**src/rtl/core/jfc_pkg.sv**
```systemverilog
// jfc_pkg: shared types, widths, codes and name helpers of the print job queue.
// No dependencies; compile first.
`default_nettype none

package jfc_pkg;

   localparam int QUEUE_DEPTH_DEF = 16;
   localparam int NAME_CHARS_DEF  = 8;
   localparam int NAME_W          = 64;
   localparam int PAGE_W          = 16;
   localparam int POS_W           = 7;
   localparam int NAME_BYTES      = 8;

   typedef enum logic [1:0] {
      MODE_ADD    = 2'd0,
      MODE_CANCEL = 2'd1,
      MODE_PRINT  = 2'd2,
      MODE_STATUS = 2'd3
   } mode_type;

   typedef enum logic [2:0] {
      OUT_ADDED     = 3'd0,
      OUT_CANCELLED = 3'd1,
      OUT_NOT_FOUND = 3'd2,
      OUT_PRINTED   = 3'd3,
      OUT_STATUS    = 3'd4,
      OUT_EMPTY     = 3'd5,
      OUT_FULL      = 3'd6
   } outcome_type;

   typedef enum logic [1:0] {
      ST_IDLE,
      ST_CMD,
      ST_WALK,
      ST_FIN
   } state_type;

   // Fold A-Z to a-z.
   function automatic logic [7:0] fold_case(input logic [7:0] c);
      if (c >= 8'h41 && c <= 8'h5A) begin
         return c + 8'h20;
      end
      return c;
   endfunction

   // Cut to chars bytes and clear everything after the first zero byte.
   function automatic logic [NAME_W-1:0] normalize_name(input logic [NAME_W-1:0] name,
                                                        input int chars);
      logic [NAME_W-1:0] r;
      logic              stop;
      r    = '0;
      stop = 1'b0;
      for (int i = 0; i < NAME_BYTES; i++) begin
         if (i >= chars || name[8*i +: 8] == 8'h00) begin
            stop = 1'b1;
         end
         if (!stop) begin
            r[8*i +: 8] = name[8*i +: 8];
         end
      end
      return r;
   endfunction

   // Case-insensitive compare; ends with a match where both bytes are zero.
   function automatic logic names_match(input logic [NAME_W-1:0] a,
                                        input logic [NAME_W-1:0] b,
                                        input int chars);
      logic [7:0] ca;
      logic [7:0] cb;
      logic       done;
      logic       hit;
      done = 1'b0;
      hit  = 1'b1;
      for (int i = 0; i < NAME_BYTES; i++) begin
         ca = fold_case(a[8*i +: 8]);
         cb = fold_case(b[8*i +: 8]);
         if (!done && i < chars) begin
            if (ca != cb) begin
               hit  = 1'b0;
               done = 1'b1;
            end else if (ca == 8'h00) begin
               done = 1'b1;
            end
         end
      end
      return hit;
   endfunction

endpackage

`default_nettype wire

```
**src/rtl/core/jfc_if.sv**
```systemverilog
// jfc_req_if / jfc_rsp_if: valid/ready channels of the print job queue.
// Depends on jfc_pkg.
`default_nettype none

interface jfc_req_if;
   logic                      valid;
   logic                      ready;
   jfc_pkg::mode_type         mode;
   logic [jfc_pkg::NAME_W-1:0] job_name;
   logic [jfc_pkg::PAGE_W-1:0] page_total;

   modport source (output valid, mode, job_name, page_total, input ready);
   modport sink   (input valid, mode, job_name, page_total, output ready);
endinterface

interface jfc_rsp_if;
   logic                       valid;
   logic                       ready;
   jfc_pkg::outcome_type       outcome;
   logic [jfc_pkg::POS_W-1:0]  entry_position;
   logic [jfc_pkg::NAME_W-1:0] result_name;
   logic [jfc_pkg::PAGE_W-1:0] result_pages;
   logic                       last_result;

   modport source (output valid, outcome, entry_position, result_name, result_pages,
                   last_result, input ready);
   modport sink   (input valid, outcome, entry_position, result_name, result_pages,
                   last_result, output ready);
endinterface

`default_nettype wire

```
**src/rtl/core/job_fifo_with_cancel_top.sv**
```systemverilog
// Print job queue with cancel by name; depends on jfc_pkg and jfc_if.
// Add, and any command on an empty queue, answer from the command state; print reads
// the head entry and answers from the walk state; status lists one entry a cycle unless
// the output stalls. Cancel walks one entry a cycle through the one-read, one-write memory,
// then reports from the closing state. A new command is taken only in the idle state, once
// the last one has loaded its final result; output stalls hold every command.
// Reset: synchronous; empties the queue and the output register, memory contents stay.
`default_nettype none

module job_fifo_with_cancel_top #(
   parameter int QUEUE_DEPTH = jfc_pkg::QUEUE_DEPTH_DEF,
   parameter int NAME_CHARS  = jfc_pkg::NAME_CHARS_DEF
) (
   input  wire         clock,
   input  wire         reset,
   jfc_req_if.sink     req_chan,
   jfc_rsp_if.source   rsp_chan
);

   localparam int PTR_W   = (QUEUE_DEPTH > 1) ? $clog2(QUEUE_DEPTH) : 1;
   localparam int CNT_W   = $clog2(QUEUE_DEPTH + 1);
   localparam int NAME_W  = jfc_pkg::NAME_W;
   localparam int PAGE_W  = jfc_pkg::PAGE_W;
   localparam int POS_W   = jfc_pkg::POS_W;
   localparam int ENTRY_W = NAME_W + PAGE_W;

   // Ring index: base + offset, folded back below QUEUE_DEPTH.
   function automatic logic [PTR_W-1:0] ring_add(input logic [PTR_W-1:0] base,
                                                 input logic [CNT_W-1:0] off);
      logic [PTR_W:0] sum;
      sum = {1'b0, base} + (PTR_W+1)'(off);
      if (sum >= (PTR_W+1)'(QUEUE_DEPTH)) begin
         sum = sum - (PTR_W+1)'(QUEUE_DEPTH);
      end
      return sum[PTR_W-1:0];
   endfunction

   // Control state
   jfc_pkg::state_type state_ff, state_in;
   logic [PTR_W-1:0]   head_ff, head_in;
   logic [CNT_W-1:0]   count_ff, count_in;
   logic [CNT_W-1:0]   idx_ff, idx_in;       // entry being walked, from the head
   logic [CNT_W-1:0]   kept_ff, kept_in;     // survivors of a cancel so far
   logic               found_ff, found_in;

   // Latched command
   jfc_pkg::mode_type  cmd_mode_ff, cmd_mode_in;
   logic [NAME_W-1:0]  cmd_name_ff, cmd_name_in;
   logic [PAGE_W-1:0]  cmd_pages_ff, cmd_pages_in;

   // Output register
   logic                 rsp_valid_ff, rsp_valid_in;
   jfc_pkg::outcome_type rsp_outcome_ff, rsp_outcome_in;
   logic [POS_W-1:0]     rsp_pos_ff, rsp_pos_in;
   logic [NAME_W-1:0]    rsp_name_ff, rsp_name_in;
   logic [PAGE_W-1:0]    rsp_pages_ff, rsp_pages_in;
   logic                 rsp_last_ff, rsp_last_in;

   // Entry memory: {name, pages}, registered read port
   logic [ENTRY_W-1:0] mem [QUEUE_DEPTH];
   logic [ENTRY_W-1:0] rd_data_ff;
   logic               rd_en;
   logic [PTR_W-1:0]   rd_addr;
   logic               mem_we;
   logic [PTR_W-1:0]   mem_waddr;
   logic [ENTRY_W-1:0] mem_wdata;

   // Result to load into the output register
   logic                 emit;
   jfc_pkg::outcome_type emit_outcome;
   logic [POS_W-1:0]     emit_pos;
   logic [NAME_W-1:0]    emit_name;
   logic [PAGE_W-1:0]    emit_pages;
   logic                 emit_last;

   logic               req_fire;
   logic               out_free;
   logic [CNT_W-1:0]   idx_next;
   logic               walk_last;
   logic [NAME_W-1:0]  rd_name;
   logic [PAGE_W-1:0]  rd_pages;

   assign req_chan.ready          = (state_ff == jfc_pkg::ST_IDLE);
   assign req_fire                = req_chan.valid && req_chan.ready;
   // The output register can take a new item when empty or being drained now.
   assign out_free                = !rsp_valid_ff || rsp_chan.ready;
   assign idx_next                = idx_ff + CNT_W'(1);
   assign walk_last               = (idx_next == count_ff);
   assign rd_name                 = rd_data_ff[ENTRY_W-1 -: NAME_W];
   assign rd_pages                = rd_data_ff[PAGE_W-1:0];

   assign rsp_chan.valid          = rsp_valid_ff;
   assign rsp_chan.outcome        = rsp_outcome_ff;
   assign rsp_chan.entry_position = rsp_pos_ff;
   assign rsp_chan.result_name    = rsp_name_ff;
   assign rsp_chan.result_pages   = rsp_pages_ff;
   assign rsp_chan.last_result    = rsp_last_ff;

   always_comb begin
      state_in     = state_ff;
      head_in      = head_ff;
      count_in     = count_ff;
      idx_in       = idx_ff;
      kept_in      = kept_ff;
      found_in     = found_ff;
      cmd_mode_in  = cmd_mode_ff;
      cmd_name_in  = cmd_name_ff;
      cmd_pages_in = cmd_pages_ff;

      rd_en        = 1'b0;
      rd_addr      = ring_add(head_ff, idx_next);
      mem_we       = 1'b0;
      mem_waddr    = ring_add(head_ff, count_ff);
      mem_wdata    = {jfc_pkg::normalize_name(cmd_name_ff, NAME_CHARS), cmd_pages_ff};

      emit         = 1'b0;
      emit_outcome = jfc_pkg::OUT_ADDED;
      emit_pos     = '0;
      emit_name    = '0;
      emit_pages   = '0;
      emit_last    = 1'b1;

      case (state_ff)
         jfc_pkg::ST_IDLE: begin
            if (req_fire) begin
               cmd_mode_in  = req_chan.mode;
               cmd_name_in  = req_chan.job_name;
               cmd_pages_in = req_chan.page_total;
               state_in     = jfc_pkg::ST_CMD;
            end
         end

         jfc_pkg::ST_CMD: begin
            if (cmd_mode_ff == jfc_pkg::MODE_ADD) begin
               // Append at the tail, or report full.
               if (out_free) begin
                  emit     = 1'b1;
                  state_in = jfc_pkg::ST_IDLE;
                  if (count_ff == CNT_W'(QUEUE_DEPTH)) begin
                     emit_outcome = jfc_pkg::OUT_FULL;
                  end else begin
                     emit_outcome = jfc_pkg::OUT_ADDED;
                     mem_we       = 1'b1;
                     count_in     = count_ff + CNT_W'(1);
                  end
               end
            end else if (count_ff == '0) begin
               if (out_free) begin
                  emit         = 1'b1;
                  emit_outcome = jfc_pkg::OUT_EMPTY;
                  state_in     = jfc_pkg::ST_IDLE;
               end
            end else begin
               // Fetch the head entry and start the walk.
               rd_en    = 1'b1;
               rd_addr  = head_ff;
               idx_in   = '0;
               kept_in  = '0;
               found_in = 1'b0;
               state_in = jfc_pkg::ST_WALK;
            end
         end

         jfc_pkg::ST_WALK: begin
            case (cmd_mode_ff)
               jfc_pkg::MODE_PRINT: begin
                  // Report the head and pop it.
                  if (out_free) begin
                     emit         = 1'b1;
                     emit_outcome = jfc_pkg::OUT_PRINTED;
                     emit_name    = rd_name;
                     emit_pages   = rd_pages;
                     head_in      = ring_add(head_ff, CNT_W'(1));
                     count_in     = count_ff - CNT_W'(1);
                     state_in     = jfc_pkg::ST_IDLE;
                  end
               end
               jfc_pkg::MODE_STATUS: begin
                  // One item per entry; hold the read data while the output stalls.
                  if (out_free) begin
                     emit         = 1'b1;
                     emit_outcome = jfc_pkg::OUT_STATUS;
                     emit_pos     = POS_W'(idx_ff) + POS_W'(1);
                     emit_name    = rd_name;
                     emit_pages   = rd_pages;
                     emit_last    = walk_last;
                     if (walk_last) begin
                        state_in = jfc_pkg::ST_IDLE;
                     end else begin
                        rd_en  = 1'b1;
                        idx_in = idx_next;
                     end
                  end
               end
               jfc_pkg::MODE_CANCEL: begin
                  // Compact survivors toward the head; the write slot never passes
                  // the next read slot, so read and write never hit the same entry.
                  if (jfc_pkg::names_match(rd_name, cmd_name_ff, NAME_CHARS)) begin
                     found_in = 1'b1;
                  end else begin
                     mem_we    = 1'b1;
                     mem_waddr = ring_add(head_ff, kept_ff);
                     mem_wdata = rd_data_ff;
                     kept_in   = kept_ff + CNT_W'(1);
                  end
                  if (walk_last) begin
                     state_in = jfc_pkg::ST_FIN;
                  end else begin
                     rd_en  = 1'b1;
                     idx_in = idx_next;
                  end
               end
               default: begin
                  state_in = jfc_pkg::ST_IDLE;
               end
            endcase
         end

         jfc_pkg::ST_FIN: begin
            // Close a cancel: shrink the queue and report.
            if (out_free) begin
               emit         = 1'b1;
               emit_outcome = found_ff ? jfc_pkg::OUT_CANCELLED : jfc_pkg::OUT_NOT_FOUND;
               count_in     = kept_ff;
               state_in     = jfc_pkg::ST_IDLE;
            end
         end

         default: begin
            state_in = jfc_pkg::ST_IDLE;
         end
      endcase

      // Output register: drop on handshake, load on emit.
      rsp_valid_in   = rsp_valid_ff && !rsp_chan.ready;
      rsp_outcome_in = rsp_outcome_ff;
      rsp_pos_in     = rsp_pos_ff;
      rsp_name_in    = rsp_name_ff;
      rsp_pages_in   = rsp_pages_ff;
      rsp_last_in    = rsp_last_ff;
      if (emit) begin
         rsp_valid_in   = 1'b1;
         rsp_outcome_in = emit_outcome;
         rsp_pos_in     = emit_pos;
         rsp_name_in    = emit_name;
         rsp_pages_in   = emit_pages;
         rsp_last_in    = emit_last;
      end
   end

   always_ff @(posedge clock) begin
      if (reset) begin
         state_ff     <= jfc_pkg::ST_IDLE;
         head_ff      <= '0;
         count_ff     <= '0;
         rsp_valid_ff <= 1'b0;
      end else begin
         state_ff     <= state_in;
         head_ff      <= head_in;
         count_ff     <= count_in;
         rsp_valid_ff <= rsp_valid_in;
      end
   end

   always_ff @(posedge clock) begin
      idx_ff         <= idx_in;
      kept_ff        <= kept_in;
      found_ff       <= found_in;
      cmd_mode_ff    <= cmd_mode_in;
      cmd_name_ff    <= cmd_name_in;
      cmd_pages_ff   <= cmd_pages_in;
      rsp_outcome_ff <= rsp_outcome_in;
      rsp_pos_ff     <= rsp_pos_in;
      rsp_name_ff    <= rsp_name_in;
      rsp_pages_ff   <= rsp_pages_in;
      rsp_last_ff    <= rsp_last_in;
   end

   always_ff @(posedge clock) begin
      if (mem_we) begin
         mem[mem_waddr] <= mem_wdata;
      end
      if (rd_en) begin
         rd_data_ff <= mem[rd_addr];
      end
   end

endmodule

`default_nettype wire

```
**src/flat_wrapper.sv**
```systemverilog
// flat-port wrapper written by rule: the top's interface ports become plain ports
module job_fifo_with_cancel_top_flat 
#(
   parameter int QUEUE_DEPTH = jfc_pkg::QUEUE_DEPTH_DEF,
   parameter int NAME_CHARS  = jfc_pkg::NAME_CHARS_DEF
)
  (clock, reset, req_chan_valid, req_chan_mode, req_chan_job_name, req_chan_page_total, req_chan_ready, rsp_chan_valid, rsp_chan_outcome, rsp_chan_entry_position, rsp_chan_result_name, rsp_chan_result_pages, rsp_chan_last_result, rsp_chan_ready);
  jfc_req_if req_chan_i ();
  jfc_rsp_if rsp_chan_i ();
  input  wire clock;
  input  wire reset;
  input wire logic [$bits(req_chan_i.valid)-1:0] req_chan_valid;
  input wire logic [$bits(req_chan_i.mode)-1:0] req_chan_mode;
  input wire logic [$bits(req_chan_i.job_name)-1:0] req_chan_job_name;
  input wire logic [$bits(req_chan_i.page_total)-1:0] req_chan_page_total;
  output wire logic [$bits(req_chan_i.ready)-1:0] req_chan_ready;
  output wire logic [$bits(rsp_chan_i.valid)-1:0] rsp_chan_valid;
  output wire logic [$bits(rsp_chan_i.outcome)-1:0] rsp_chan_outcome;
  output wire logic [$bits(rsp_chan_i.entry_position)-1:0] rsp_chan_entry_position;
  output wire logic [$bits(rsp_chan_i.result_name)-1:0] rsp_chan_result_name;
  output wire logic [$bits(rsp_chan_i.result_pages)-1:0] rsp_chan_result_pages;
  output wire logic [$bits(rsp_chan_i.last_result)-1:0] rsp_chan_last_result;
  input wire logic [$bits(rsp_chan_i.ready)-1:0] rsp_chan_ready;
  assign req_chan_i.valid = req_chan_valid;
  assign req_chan_i.mode = req_chan_mode;
  assign req_chan_i.job_name = req_chan_job_name;
  assign req_chan_i.page_total = req_chan_page_total;
  assign req_chan_ready = req_chan_i.ready;
  assign rsp_chan_valid = rsp_chan_i.valid;
  assign rsp_chan_outcome = rsp_chan_i.outcome;
  assign rsp_chan_entry_position = rsp_chan_i.entry_position;
  assign rsp_chan_result_name = rsp_chan_i.result_name;
  assign rsp_chan_result_pages = rsp_chan_i.result_pages;
  assign rsp_chan_last_result = rsp_chan_i.last_result;
  assign rsp_chan_i.ready = rsp_chan_ready;
  job_fifo_with_cancel_top #(.QUEUE_DEPTH(QUEUE_DEPTH), .NAME_CHARS(NAME_CHARS)) u_core (.clock(clock), .reset(reset), .req_chan(req_chan_i), .rsp_chan(rsp_chan_i));
endmodule
```
**config.mk**
```make
export PLATFORM = sky130hd
export DESIGN_NAME = job_fifo_with_cancel_top_flat
export DESIGN_NICKNAME = d
export VERILOG_FILES = /design/src/rtl/core/jfc_pkg.sv /design/src/rtl/core/jfc_if.sv /design/src/rtl/core/job_fifo_with_cancel_top.sv /design/src/flat_wrapper.sv
export SDC_FILE = /design/constraint.sdc
export NUM_CORES = 2
export LEC_CHECK = 0
export ABC_AREA = 1
export BUFFER_PORTS_ARGS = -buffer_cell sky130_fd_sc_hd__buf_2
export CAP_MARGIN = 20
export CORE_UTILIZATION = 29
export CTS_BUF_LIST = sky130_fd_sc_hd__clkbuf_16
export DETAILED_ROUTE_END_ITERATION = 6
export GPL_TIMING_DRIVEN = 1
export PLACE_DENSITY = 0.42
export SLEW_MARGIN = 0
export SYNTH_ARGS = -nofsm -noshare
export SYNTH_HDL_FRONTEND = slang
export SYNTH_SLANG_ARGS = --single-unit
```
**constraint.sdc**
```tcl
create_clock -name clock -period 10.01 [get_ports clock]
set_input_delay 2.5025 -clock clock [delete_from_list [all_inputs] [get_ports clock]]
set_output_delay 2.5025 -clock clock [all_outputs]
set_load 0.02 [all_outputs]
```
==> impl_results.md <==
- Seq/Total Area, Yosys: 0.7365
- Origin of the worst setup path: u_core.cmd_name_ff[0]
- Cts bufs inserted: 174
- Final period util: 0.5908
- Syn Inst Count: 4932
- Post-synthesis cell type with the largest combined area: edfxtp_1
- Reg2reg end: u_core.mem[12][78]
- Reg clk slew, reported paths: 0.06 ns
- Pin count of the biggest net entering global routing: 185
- Fmax: 169.1 MHz
- Syn Nets: 5062
- Worst R2R Path Depth: 20
- WP data arrival: 6.33 ns
- Die area: 0.2199 sq mm
- Final ANT Viol Nets: 0
- Post-CTS Repair Setup Buffers: 0
- Global Route Usage Sum: 0.1673
- Lkg Pwr: 24.36 nW
- Clock Root Buffer: clkbuf_16
- IO Port Bufs: 177
- Critical path endpoint category: register
- Hold WC Path Type: reg -> reg
- Failing checks: DRC
- Worst reg2reg path startpoint: u_core.cmd_name_ff[0]
- First-pass GRT wire length: 272800 microns
- CTS resizes: 0
- Hold Fails Final Rpt: 0
- Routed WL: 186400 microns
- Row Count: 171
- CP max-delay cell: buf_4
- Tmin final: 5.914 ns
- Initial core utilization: 0.2915
- CTS sink cnt: 1555
- Max_slew headroom: 0.2623
- Top post-synthesis cells by area: edfxtp_1 (73%), nor2_1 (5.5%), o21ai_0 (4.2%), o21ai_1 (3.0%), o221ai_1 (2.0%)
- Post-synth top area share: 0.7327
- Nets: 5253
- Vias in the first global route: 39.49k
- Sequential cell area: 0.04657 sq mm
- Remaining DRCs: 1
- Least-Margin Pin Slew: 1.107 ns
- Grt ovf: 0
- Synthesized cell area: 0.06324 sq mm
- Min-delay src: u_core.rd_data_ff[9]
- Critical path type: reg -> reg
- Req. time, crit path: 10.43 ns
- RSZ-0062 raised after global routing: false
- HPWL Detailed: 95870 microns
- Die Y-Extent: 469.0 microns
- DR vias: 40.26k
- Post-synthesis register bit count: 1555
- Htree depth: 4
- Startpoint types: register
- Final setup viols: 0
- Drt pass-1 iters: 7
- CP dominant cell by count: nand2_1
- Drt initial violations: 3209
- CP endpoint: u_core.mem[12][78]
- Outcome: finished, violations left
- Worst Skew: 0.03675 ns
- Max Root-Sink Buffers: 3
- Maxcap violations: 0
- Initial antenna violation count: 3
- Asr flop ratio synth: 0
- Synth Warn #: 0
- Via density: 4.959
- PwrDens: 224.6 mW/mm^2
- Clock latency on the worst-skew pair: 0.82 ns
- GPL Wtd Cong: 0.7813
- Synth cell types: 55
- Ys flop type: edfxtp_1
- CTS tree: built
- Fin. max-slew vios: 0
- Critical-path maximum fanout: 105
- Ports: 179
- Reg2Reg Setup Slack: 4.10 ns
- Core Footprint: 0.2170 sq mm
- Area of the multi-input gates: 0.01474 sq mm
- Max incr delay on CP: 0.65 ns
- Layout cells sized above 1: 0.1205
- Area Overhead vs Synth: 15.76%
- Die W: 469.0 microns
- Avg WL per Cell: 22.96 microns
- Setup TNS: 0 ns
- CP Cell Sequence: inv_1, nand2_1, nor2_1, nand2_2, nand3_1, nand2_1, xor2_1, nor2_1, nand2_1, nor2_1, nand3_1, nand2_1, nor2_2, nand2_4, nand2_8, a21oi_4, nand3_2, nor2_4, buf_4, buf_4
- Post-layout util: 0.3374
- # fillers: 21.47k
- Avg Inst Size Synth: 12.82 sq um
- Peak supply drop: 0.1549 mV
- Post-synth EDFFs: 1543
- # hold bufs at CTS: 0
-- synth_stat cells, types with 8 or more instances --
cell and number:
o221ai_1 143, inv_1 184, xnor2_1 14, ha_1 40, nand4_1 31, buf_1 9, edfxtp_1 1543, nand3_1 146
a211oi_1 8, nor2_1 934, a21oi_1 31, o21ai_0 533, nand2_1 272, buf_2 88, o21ai_1 374, nor3_1 23
clkbuf_1 179, o22ai_1 180, dfxtp_1 12, inv_2 22, nand3b_1 11, o211ai_1 28, buf_4 19, xor2_1 23
-- critical path, delay by kind of cell (launching register included) --
family / cells / cell delay (ns)
compound gates: 1 / 0.41
xor+xnor: 1 / 0.14
buf+inv: 3 / 1.27
flops: 1 / 0.43
simple gates: 15 / 3.17
-- metal layers --
metal / wire (microns) / GRT usage
met5: 0 / 0
met2: 85660 / 0.2656
met4: 3531 / 0.04105
met1: 88750 / 0.2372
met3: 8443 / 0.02789
-- metrics by stage --
step                area, sq um  power, mW  std cells  setup WS (ns)  hold WS [ns]
floorplan                 63240      9.402       4932          2.005        0.5173
global placement          67420      10.50       7758          3.975        0.5589
detailed placement        67600      10.49       7777          3.916        0.5544
CTS                       73010      16.66       8093          3.843        0.5743
global route              73200      17.16       8118          3.540        0.6010
finish                    73200      16.44       8119          4.096        0.5767
-- placed cells by master (no fill, tap or decap), types with 6 or more instances in the layout --
| master | instances |
|---|---|
| edfxtp_1 | 1543 |
| nor2_1 | 917 |
| o21ai_0 | 532 |
| o21ai_1 | 374 |
| nand2_1 | 272 |
| inv_1 | 217 |
| o22ai_1 | 180 |
| clkbuf_16 | 177 |
| buf_2 | 177 |
| nand3_1 | 146 |
| o221ai_1 | 143 |
| buf_4 | 116 |
| clkinv_1 | 47 |
| ha_1 | 40 |
| clkinv_2 | 33 |
| nand4_1 | 31 |
| a21oi_1 | 29 |
| o211ai_1 | 28 |
| nor3_1 | 23 |
| xor2_1 | 23 |
| inv_2 | 20 |
| nor2_4 | 17 |
| xnor2_1 | 14 |
| buf_12 | 12 |
| dfxtp_1 | 12 |
| nand3b_1 | 11 |
| bufinv_16 | 10 |
| inv_6 | 9 |
| a211oi_1 | 8 |
| a31oi_1 | 6 |
| o2111ai_1 | 6 |
| nor3_2 | 6 |
| nand2_2 | 6 |
| buf_6 | 6 |
-- final cells by class --
cell class,count,share of cell area
inverters,211,0.01123
well taps,2854,0.04878
multi-input cells,2869,0.2013
repair buffers,312,0.02839
flip-flops and latches,1555,0.6363
diodes,2,0.00006837
clock buffers,177,0.06051
clock inverters,139,0.01342
-- state kept, by name (all words and copies together) (netlist names), 2 cells and up --
signal / cells
u_core.cmd_mode_ff: 2
u_core.cmd_name_ff: 64
u_core.cmd_pages_ff: 16
u_core.count_ff: 5
u_core.head_ff: 4
u_core.idx_ff: 5
u_core.kept_ff: 5
u_core.mem: 1280
u_core.rd_data_ff: 80
u_core.rsp_chan.entry_position: 6
u_core.rsp_chan.outcome: 3
u_core.rsp_chan.result_name: 64
u_core.rsp_chan.result_pages: 16
u_core.state_ff: 2
-- power breakdown --
group          internal [mW]  switching (mW)
combinational          0.781            2.12
sequential              7.36          0.0576
clock                   3.47            2.65
-- cells by family after synthesis --
family	Yosys count	share of synthesized area
flops	1555	0.7365
simple gates	1457	0.09475
compound gates	1329	0.1207
buf+inv	508	0.03340
fa+ha+maj	44	0.009181
xor+xnor	38	0.005382
other cells	1	0.00005930
-- how the worst min path moves through the flow --
| stage | to | slack (ns) | cells after the start |
|---|---|---|---|
| CTS | u_core.count_ff[4] | 0.57 | 2 |
| floorplan | u_core.count_ff[4] | 0.52 | 2 |
| detailed placement | u_core.rsp_chan.result_pages[9] | 0.55 | 2 |
| global route | u_core.rsp_chan.result_pages[9] | 0.60 | 2 |
| finish | u_core.rsp_chan.result_pages[9] | 0.58 | 2 |
| global placement | u_core.rsp_chan.result_pages[11] | 0.56 | 2 |
No activity file was read; power rests on OpenSTA's default activity.
